[src/rtl/lgs_pkg.sv]
// Shared constants, types and codes of the life grid generation block.
// No dependencies; every module imports this package.
package lgs_pkg;

  // Grid size.
  localparam int ROWS = 32;
  localparam int COLS = 32;

  // Index widths that address one row or one column.
  localparam int RIDX_W = (ROWS > 1) ? $clog2(ROWS) : 1;
  localparam int CIDX_W = (COLS > 1) ? $clog2(COLS) : 1;

  // Neighbor counts of the B3/S23 rule.
  localparam logic [3:0] BIRTH_COUNT   = 4'd3;
  localparam logic [3:0] SURVIVE_COUNT = 4'd2;

  // Configuration register map.
  localparam int CFG_ADDR_W = 3;
  localparam logic [CFG_ADDR_W-1:0] CFG_ADDR_RUNNING = 3'd0;

  // Command codes carried with each input item.
  typedef enum logic [1:0] {
    MODE_STEP  = 2'd0,
    MODE_WRITE = 2'd1,
    MODE_CLEAR = 2'd2,
    MODE_READ  = 2'd3
  } lgs_mode_t;

  // Controls broadcast to every row cell.
  typedef struct packed {
    logic              shift;
    logic              clear;
    logic              wr_en;
    logic [CIDX_W-1:0] wr_col;
    logic              wr_val;
  } lgs_cell_ctrl_t;

endpackage

[src/rtl/lgs_row_cell.sv]
// One row of the grid: a register that takes its neighbor's row on a shift,
// is cleared as a whole, or has one bit written. Depends on lgs_pkg.
module lgs_row_cell
  import lgs_pkg::*;
(
  input  logic                clk,
  input  logic                rst_n,
  input  lgs_cell_ctrl_t      ctrl,
  input  logic                sel,
  input  logic [COLS-1:0]     shift_in,
  output logic [COLS-1:0]     row_q
);

  logic [COLS-1:0] row_r;
  logic [COLS-1:0] row_nxt;

  // Clear wins, then a shift during a generation, then a single-cell write.
  always_comb begin
    row_nxt = row_r;
    if (ctrl.clear) begin
      row_nxt = '0;
    end else if (ctrl.shift) begin
      row_nxt = shift_in;
    end else if (ctrl.wr_en && sel) begin
      row_nxt[ctrl.wr_col] = ctrl.wr_val;
    end
  end

  always_ff @(posedge clk) begin
    if (!rst_n) begin
      row_r <= '0;
    end else begin
      row_r <= row_nxt;
    end
  end

  assign row_q = row_r;

endmodule

[src/rtl/lgs_rule.sv]
// Next-generation logic for one row from the rows above, at and below it.
// Columns past either edge count as dead. Depends on lgs_pkg.
module lgs_rule
  import lgs_pkg::*;
(
  input  logic [COLS-1:0] above,
  input  logic [COLS-1:0] mid,
  input  logic [COLS-1:0] below,
  output logic [COLS-1:0] nxt
);

  logic [COLS+1:0] above_x;
  logic [COLS+1:0] mid_x;
  logic [COLS+1:0] below_x;

  // Pad a dead column on each side so every cell sees the same window.
  assign above_x = {1'b0, above, 1'b0};
  assign mid_x   = {1'b0, mid, 1'b0};
  assign below_x = {1'b0, below, 1'b0};

  // Each column counts its eight neighbors independently.
  always_comb begin
    logic [3:0] n;
    n = '0;
    for (int c = 0; c < COLS; c++) begin
      n = 4'(above_x[c]) + 4'(above_x[c+1]) + 4'(above_x[c+2])
        + 4'(mid_x[c])                      + 4'(mid_x[c+2])
        + 4'(below_x[c]) + 4'(below_x[c+1]) + 4'(below_x[c+2]);
      nxt[c] = (n == BIRTH_COUNT) || (mid[c] && (n == SURVIVE_COUNT));
    end
  end

endmodule

[src/rtl/life_grid_generation_step.sv]
// Channel   Dir  Contents
// in_*      in   tuser: mode; tdata: row, col, value
// out_*     out  tdata: cell_value
// cfg_*     in   APB register port, register running at address 0
//
// During a generation the rows rotate through the cell chain one per cycle
// past a single row of rule logic.
// Write, clear, read and a frozen step give their result one cycle after accept.
// Reset is synchronous, active low; it clears the grid and sets running to 1.
// A waiting result holds off the next item until out_tready takes it.
// Depends on lgs_pkg, lgs_row_cell and lgs_rule.
module life_grid_generation_step
  import lgs_pkg::*;
(
  input  logic                  clk,
  input  logic                  rst_n,
  // Input items.
  input  logic                  in_tvalid,
  output logic                  in_tready,
  input  logic [15:0]           in_tdata,   // [4:0] row, [9:5] col, [10] value
  input  logic [1:0]            in_tuser,   // [1:0] mode
  // Result items.
  output logic                  out_tvalid,
  input  logic                  out_tready,
  output logic [7:0]            out_tdata,  // [0] cell_value
  // Configuration.
  input  logic                  cfg_psel,
  input  logic                  cfg_penable,
  input  logic                  cfg_pwrite,
  input  logic [CFG_ADDR_W-1:0] cfg_paddr,
  input  logic [31:0]           cfg_pwdata,
  output logic [31:0]           cfg_prdata,
  output logic                  cfg_pready
);

  logic [4:0]        in_row;
  logic [4:0]        in_col;
  logic              in_value;
  lgs_mode_t         in_mode;
  logic              in_acc;
  logic              on_grid;
  logic [RIDX_W-1:0] row_idx;
  logic [CIDX_W-1:0] col_idx;

  logic              running_r;
  logic              busy_r,     busy_nxt;
  logic [RIDX_W-1:0] cnt_r,      cnt_nxt;
  logic [COLS-1:0]   prev_r,     prev_nxt;
  logic              out_valid_r, out_valid_nxt;
  logic              out_cell_r,  out_cell_nxt;
  logic              last_row;

  lgs_cell_ctrl_t    ctrl;
  logic [COLS-1:0]   rows [ROWS];
  logic [COLS-1:0]   below_row;
  logic [COLS-1:0]   new_row;

  // Field unpacking and address checks.
  assign in_row   = in_tdata[4:0];
  assign in_col   = in_tdata[9:5];
  assign in_value = in_tdata[10];
  assign in_mode  = lgs_mode_t'(in_tuser);
  assign on_grid  = (int'(in_row) < ROWS) && (int'(in_col) < COLS);
  assign row_idx  = RIDX_W'(in_row);
  assign col_idx  = CIDX_W'(in_col);

  // One item at a time; the output register must be free or draining.
  assign in_tready = !busy_r && (!out_valid_r || out_tready);
  assign in_acc    = in_tvalid && in_tready;

  // Configuration register.
  assign cfg_pready = 1'b1;
  assign cfg_prdata = (cfg_paddr == CFG_ADDR_RUNNING) ? {31'b0, running_r} : '0;

  always_ff @(posedge clk) begin
    if (!rst_n) begin
      running_r <= 1'b1;
    end else if (cfg_psel && cfg_penable && cfg_pwrite && cfg_pready &&
                 (cfg_paddr == CFG_ADDR_RUNNING)) begin
      running_r <= cfg_pwdata[0];
    end
  end

  // Controls broadcast along the chain.
  always_comb begin
    ctrl.shift  = busy_r;
    ctrl.clear  = in_acc && (in_mode == MODE_CLEAR);
    ctrl.wr_en  = in_acc && (in_mode == MODE_WRITE) && on_grid;
    ctrl.wr_col = col_idx;
    ctrl.wr_val = in_value;
  end

  // Row 0 of the chain is the row being updated; row 1 is the old row below.
  assign last_row  = (cnt_r == RIDX_W'(ROWS - 1));
  assign below_row = last_row ? '0 : rows[1];

  lgs_rule u_rule (
    .above (prev_r),
    .mid   (rows[0]),
    .below (below_row),
    .nxt   (new_row)
  );

  // Chain of row cells; the updated row re-enters at the tail.
  for (genvar g = 0; g < ROWS; g++) begin : g_cell
    logic [COLS-1:0] shift_in;
    if (g == ROWS - 1) begin : g_tail
      assign shift_in = new_row;
    end else begin : g_link
      assign shift_in = rows[g+1];
    end
    lgs_row_cell u_cell (
      .clk      (clk),
      .rst_n    (rst_n),
      .ctrl     (ctrl),
      .sel      (row_idx == RIDX_W'(g)),
      .shift_in (shift_in),
      .row_q    (rows[g])
    );
  end

  // Sequencing of a generation and the result register.
  always_comb begin
    busy_nxt      = busy_r;
    cnt_nxt       = cnt_r;
    prev_nxt      = prev_r;
    out_valid_nxt = out_valid_r && !out_tready;
    out_cell_nxt  = out_cell_r;
    if (busy_r) begin
      prev_nxt = rows[0];
      cnt_nxt  = cnt_r + 1'b1;
      if (last_row) begin
        busy_nxt      = 1'b0;
        out_valid_nxt = 1'b1;
        out_cell_nxt  = 1'b0;
      end
    end else if (in_acc) begin
      if ((in_mode == MODE_STEP) && running_r) begin
        busy_nxt = 1'b1;
        cnt_nxt  = '0;
        prev_nxt = '0;
      end else begin
        out_valid_nxt = 1'b1;
        out_cell_nxt  = (in_mode == MODE_READ) && on_grid && rows[row_idx][col_idx];
      end
    end
  end

  always_ff @(posedge clk) begin
    if (!rst_n) begin
      busy_r      <= 1'b0;
      cnt_r       <= '0;
      out_valid_r <= 1'b0;
    end else begin
      busy_r      <= busy_nxt;
      cnt_r       <= cnt_nxt;
      out_valid_r <= out_valid_nxt;
    end
  end

  always_ff @(posedge clk) begin
    prev_r     <= prev_nxt;
    out_cell_r <= out_cell_nxt;
  end

  assign out_tvalid = out_valid_r;
  assign out_tdata  = {7'b0, out_cell_r};

endmodule

[config.mk]
export PLATFORM = sky130hd
export DESIGN_NAME = life_grid_generation_step
export DESIGN_NICKNAME = d
export VERILOG_FILES = /design/src/rtl/lgs_pkg.sv /design/src/rtl/lgs_row_cell.sv /design/src/rtl/lgs_rule.sv /design/src/rtl/life_grid_generation_step.sv
export SDC_FILE = /design/constraint.sdc
export NUM_CORES = 2
export LEC_CHECK = 0
export BUFFER_PORTS_ARGS = -buffer_cell sky130_fd_sc_hd__clkbuf_2
export CORE_MARGIN = 2
export CORE_UTILIZATION = 57
export CTS_BUF_LIST = sky130_fd_sc_hd__clkbuf_4
export CTS_CLUSTER_DIAMETER = 200
export CTS_CLUSTER_SIZE = 20
export DETAILED_ROUTE_END_ITERATION = 16
export PLACE_DENSITY = 0.79
export SLEW_MARGIN = 20
export SYNTH_ARGS = -nofsm -noshare
export SYNTH_HDL_FRONTEND = slang
export SYNTH_SLANG_ARGS = --single-unit
[constraint.sdc]
create_clock -name clk -period 4.3 [get_ports clk]
set_input_delay 0.43 -clock clk [delete_from_list [all_inputs] [get_ports clk]]
set_output_delay 0.43 -clock clk [all_outputs]
set_load 0.05 [all_outputs]
# After elaboration in Yosys (flattened, before gate mapping)
# Index checks and enable logic that the tools add are counted.
[word_totals]
inputBits = 60
elab_cells = 636
out_inout_bits = 43
regBits = 1065
[op_classes]
n_reduce_logical = 151
bitwise = 2
eq_ne = 101
addsub = 218
n_mux = 123
n_lt_le_gt_ge = 3
[ops]
columns = ["op", "count"]
rows = [
  ["$mux 32", 70],
  ["$bwmux 32", 32],
  ["$add 4x1->4", 186],
  ["$eq 4x2->1 const B", 64],
  ["$bmux 32 s5", 1],
  ["$eq 5x5->1 const B", 17],
  ["$logic_and 1x1->1", 75],
  ["$reduce_bool 2->1", 34],
  ["$add 1x1->2", 31],
  ["$eq 5x4->1 const B", 8],
  ["$logic_or 1x1->1", 33],
  ["$eq 5x3->1 const B", 4],
  ["$mux 1", 15],
  ["$mux 5", 3],
  ["$eq 5x2->1 const B", 2],
  ["$ge 6x6->1 const B", 1],
  ["$lt 5x6->1 const B", 1],
  ["$not 5->6", 1],
  ["$add 5x1->5 const B", 1],
  ["$bmux 1 s5", 1],
  ["$demux 1 s5", 1],
  ["$eq 5x1->1 const B", 1],
  ["$ge 5x1->1 const B", 1],
  ["$logic_not 5->1", 1],
  ["11 further kinds", 14],
]

# Logic depth before layout (Yosys ltp)
[logic_depth]
depth_word = 11
ltp_mapped = 16
ltp_nobuf = 15

# Hierarchy
# From an unflattened synthesis, not the netlist that was laid out.
[unflattened]
cells_unflattened = 8287
hier_area_um2 = 72447.0
[by_module_without_submodules]
columns = ["mod", "cells_each", "instances", "seq_area_each_um2", "area_each_um2"]
rows = [
  ["lgs_row_cell", 210, 32, 640.6, 1746.7],
  ["life_grid_generation_step", 978, 1, 1151.1, 11279.6],
  ["lgs_rule", 589, 1, 0.0, 5273.8],
]

# Least setup slack after synthesis
# Ideal clock, no wire load.
[synth_path]
path_type = "reg2reg"
startpoint = "register cnt_r[0]"
endpoint = "register g_cell[31].u_cell.row_r[7]"
n_path_buf = 1
period_less_slack_ns = 4.075
slack_ns = 0.225
path_stages_with_launch = 16
arrival_time_ns = 3.984
cell_sequence = "dfxtp_1 > ha_1 > and3_1 > ha_1 > clkbuf_1 > nand2b_1 > fa_1 > fa_1 > inv_1 > fa_1 > inv_1 > fa_1 > a2111oi_0 > a21oi_1 > or4_1 > a311oi_1"
[synth_via]
elab_chain_cells = 9
elab_cells_between_ends = 10
classes_between = "add/sub: 3; eq/ne: 3; mux: 2; reduce/logical: 2"
[synth_lines]
columns = ["item", "line", "rtl"]
rows = [
  ["start: declaration", "life_grid_generation_step.sv:47", "logic [RIDX_W-1:0] cnt_r, cnt_nxt;"],
  ["start signal: assignment", "life_grid_generation_step.sv:156", "cnt_r <= cnt_nxt;"],
  ["$eq 5x5->1 (*)", "life_grid_generation_step.sv:94", "assign last_row = (cnt_r == RIDX_W'(ROWS - 1));"],
  ["$mux 32 (*)", "life_grid_generation_step.sv:95", "assign below_row = last_row ? '0 : rows[1];"],
  ["$add 4x1->4 (2 in a row)", "lgs_rule.sv:28", "+ 4'(below_x[c]) + 4'(below_x[c+1]) + 4'(below_x[c+2]);"],
  ["$add 4x1->4 (*)", "lgs_rule.sv:28", ""],
  ["$eq 4x2->1", "lgs_rule.sv:29", "nxt[c] = (n == BIRTH_COUNT) || (mid[c] && (n == SURVIVE_COUNT));"],
  ["$logic_and 1x1->1", "lgs_rule.sv:29", ""],
  ["$logic_or 1x1->1 (*)", "lgs_rule.sv:29", ""],
  ["$mux 32 (*)", "lgs_row_cell.sv:22", "end else if (ctrl.shift) begin"],
  ["end signal: assignment", "lgs_row_cell.sv:33", "row_r <= row_nxt;"],
  ["end: declaration", "lgs_row_cell.sv:14", "logic [COLS-1:0] row_r;"],
]
# Mark *: on every way between the ends. The rest lies on a longest branch, timed or not.
# A chain may end at the register's enable or synchronous reset.

# Worst setup path in the final report
[layout_path]
startpoint = "register cnt_r[0]"
endpoint = "register g_cell[31].u_cell.row_r[21]"
# Same word-level chain as after synthesis.

==> impl_metrics.csv <==
group,metric,value,unit
synth,yosysWarnings,0,
outcome,status,"finished, final reports clean",
synth,synthArstFlopShare,0,
global_routing,overflow,0,
global_routing,grt_max_degree,200,
timing,hold_violations,0,
global_routing,grt_pass1_wl,299000,µm
worst_setup_path,cpPeakStageDelay,0.53,ns
worst_setup_path,crit_fanout,16,
pwr,combPwrFrac,0.176,
die,core_area,100000,µm²
global_routing,antenna_found_initial,14,
synth,synth.avg_cell_area,8.99,µm²
pwr,cellLeakagePower,18.4,nW
placement,portBuffers,27,
synth,synth_compound_area_frac,0.290,
synth,synth_seq_area_share,0.373,
worst_setup_path,critPathSlowestCell,"fa_1",
clock_network,cts_buffer_depth,3,
worst_setup_path,worst_setup_path_start_kind,"flop",
routing,wl_per_cell,26.5,µm
layout,final_nets,6351,
synth,synth-adder-area-share,0.0633,
layout,area_delta_synth_final,5.20,%
timing,setup_slack,0.102,ns
timing,post-route-period-util,0.976,
routing,vias,53900,
clock_network,cts_buffers,59,
synth,yosys.area.top_type,"dfxtp_1",
die,ios,103,
clock_network,clk_latency,1.16,ns
die,rows,116,
global_routing,grt_usage,0.365,
routing,vias_per_cell,7.23,
timing,final_max_slew_viol_count,0,
worst_setup_path,path_delay_family,"adder cells",
worst_setup_path,regToRegStartpoint,"cnt_r[0]$_SDFFE_PN0P_",
pwr,irDropWorstVdd,0.244,mV
synth,synth_ff_type,"dfxtp_1",
worst_setup_path,startpoint,"cnt_r[0]$_SDFFE_PN0P_",
timing,rsz0062_at_grt,"true",
global_routing,grt_pass1_vias,49600,
clock_network,cts_tree,"yes",
clock_network,cts_sinks,1065,
timing,worst_pin_slew,1.14,ns
synth,synth_mux_area_frac,0.0990,
die,die_h,323,µm
hold_path,min-delay-start,"in_tdata[10]",
timing,period_minus_slack,4.20,ns
pwr,clockPowerShare,0.234,
synth,synth_top_area_frac,0.356,
worst_setup_path,path_cells,"ha_2 > and3_4 > ha_4 > buf_12 > nand2b_1 > fa_1 > fa_1 > inv_1 > fa_2 > inv_1 > fa_2 > a2111oi_4 > a21oi_1 > or4_1 > a311oi_2",
synth,synth_xor_area_frac,0,
placement,gp_routability_congestion,0.943,
routing,drc_errors,0,
worst_setup_path,path_class,"reg2reg",
synth,synthCells,6451,
pwr,switching_share,0.322,
routing,wl,198000,µm
timing,max_freq,238,MHz
clock_network,htreeDepth,2,
die,die_w,323,µm
routing,drt_iter0_markers,8257,
pwr,p_seq_frac,0.591,
pwr,p_sw,5.55,mW
synth,synthSimpleGateAreaFrac,0.0919,
pwr,power.internal,11.7,mW
placement,post-place-ws,-0.0625,ns
synth,synth_cell_types,68,
layout,final_area,61000,µm²
timing,slew_headroom,0.241,
die,start_util,0.577,
synth,synth_edf_count,33,
worst_setup_path,worstPathRequired,5.35,ns
layout,final_common_cell,"nand2_1",
synth,ys_ff_latch,1065,
clock_network,clkSlewWorstSetupHoldPaths,0.24,ns
clock_network,cts_root_buf,"clkbuf_4",
placement,dp_hpwl,118000,µm
routing,antenna_left,0,
synth,synth_area,58000,µm²
synth,synth_top_family_by_area,"compound AO/OA/AOI/OAI gates",
timing,setup_violations,0,
layout,final_cell_mix,"nand2_1, a21oi_1, dfxtp_1, a311oi_1, inv_1",
die,die_area,104000,µm²
layout,drive_above_1_share,0.126,
hold_path,hp-class,"in2reg",
timing,whs,0.119,ns
worst_setup_path,crit_buf_inv,3,
timing,finClkSkew,0.102,ns
synth,synthTopCellsByArea,"dfxtp_1, a311oi_1, a21oi_1, nand2_1, mux4_2",
placement,placed_cells,7342,
pwr,pwr_density_cell,283,nW/µm²
layout,finalNonFillerCells,7454,
worst_setup_path,worstPathArrival,5.25,ns
job,maxCapViolCount,0,
placement,place_area,59600,µm²
routing,drtPass1Iterations,8,
worst_setup_path,endpoint_kind,"flop",
timing repair:
item | 4_1_cts | 5_1_grt
gates cloned | 1 | 1
setup buffers | 2 | 10
pin swaps | 0 | 41
gates resized for setup | 21 | 96
hold endpoints to repair | 16 | 0
endpoints found under the setup margin | 9 | 26
hold buffers | 12 | 0
tightest hold or removal path, stage by stage:
cell and delay (ns):
clkbuf_2 0.42, o31ai_4 0.16, a311oi_1 0.22
logic make-up (layout without fill, tap and decap cells):
kind of cell | after synthesis | count (layout)
mux | 340 | 340
other cells | 2 | 50
buf+inv | 1109 | 707
fa+ha+maj | 219 | 219
compound gates | 2403 | 2403
simple gates | 1313 | 1313
flops | 1065 | 1065
area by class of cell:
type                            count  area [µm²]
Fill cell                        8407       39400
Multi-Input combinational cell   4314       32600
Sequential cell                  1065       21700
Timing Repair Buffer              320        3260
Tap cell                         1357        1700
Inverter                          312        1180
Clock buffer                       72         541
Clock inverter                      3        50.0
Antenna cell                       11        27.5
worst paths after layout:
| check | to | slack (ns) | cells past startpoint |
|---|---|---|---|
| setup / recovery | g_cell[31].u_cell.row_q[21]$_SDFFE_PP0P_ | 0.10 | 15 |
| hold / removal | g_cell[0].u_cell.row_q[12]$_SDFFE_PP0P_ | 0.12 | 3 |
| setup reg to reg | g_cell[31].u_cell.row_q[21]$_SDFFE_PP0P_ | 0.10 | 15 |
| hold reg to reg | g_cell[5].u_cell.row_q[2]$_SDFFE_PP0P_ | 0.42 | 2 |
power groups by stage:
stage | clock network [mW] | registers [mW] | logic, mW
6_report | 4.03 | 10.2 | 3.03
5_1_grt | 4.33 | 10.2 | 3.14
4_1_cts | 4.01 | 10.2 | 2.87
3_5_place_dp | 0 | 10.4 | 2.85
3_3_place_gp | 0 | 10.4 | 2.80
2_1_floorplan | 0 | 10.3 | 1.88
through the flow:
stage / setup TNS, ns / total power [mW] / util
after floorplan: 0 / 12.2 / -
after global placement: 0 / 13.2 / 0.594
after detailed placement: -0.215 / 13.2 / 0.594
after CTS: 0 / 17.1 / 0.602
after global routing: -0.177 / 17.7 / 0.607
final: 0 / 17.3 / 0.607
cell usage after synthesis (10+ instances only):
master,instances
a22oi_1,32
a211o_1,21
nand3_1,12
a211oi_1,20
o21ai_1,35
o21ai_0,15
buf_1,24
inv_1,311
a21oi_1,1062
edfxtp_1,33
ha_1,95
nand2_1,1100
o21ai_2,10
buf_4,86
mux2i_1,118
nand2b_1,39
buf_6,19
a2111oi_0,25
or4_1,24
a31oi_1,21
clkbuf_1,553
o221ai_1,26
nor2b_1,15
nor2_1,78
a22o_1,20
mux2_2,39
a221oi_1,26
buf_2,115
dfxtp_1,1032
mux4_2,183
o22ai_1,13
a311oi_1,1025
fa_1,124
registers in the layout, summed over array words and instances (netlist names):
signal,flops
g_cell.u_cell.row_q,1024
out_tvalid,1
cnt_r,5
running_r,1
out_cell_r,1
prev_r,32
busy_r,1
layer usage:
layer | wire, µm | GRT usage | part of all wire
met5 | 137 | 0 | 0.00069
met2 | 85300 | 0.542 | 0.43
met4 | 12200 | 0.196 | 0.062
met1 | 73500 | 0.494 | 0.37
met3 | 26600 | 0.0851 | 0.13
Note: power is estimated with default switching activity, not from simulation.
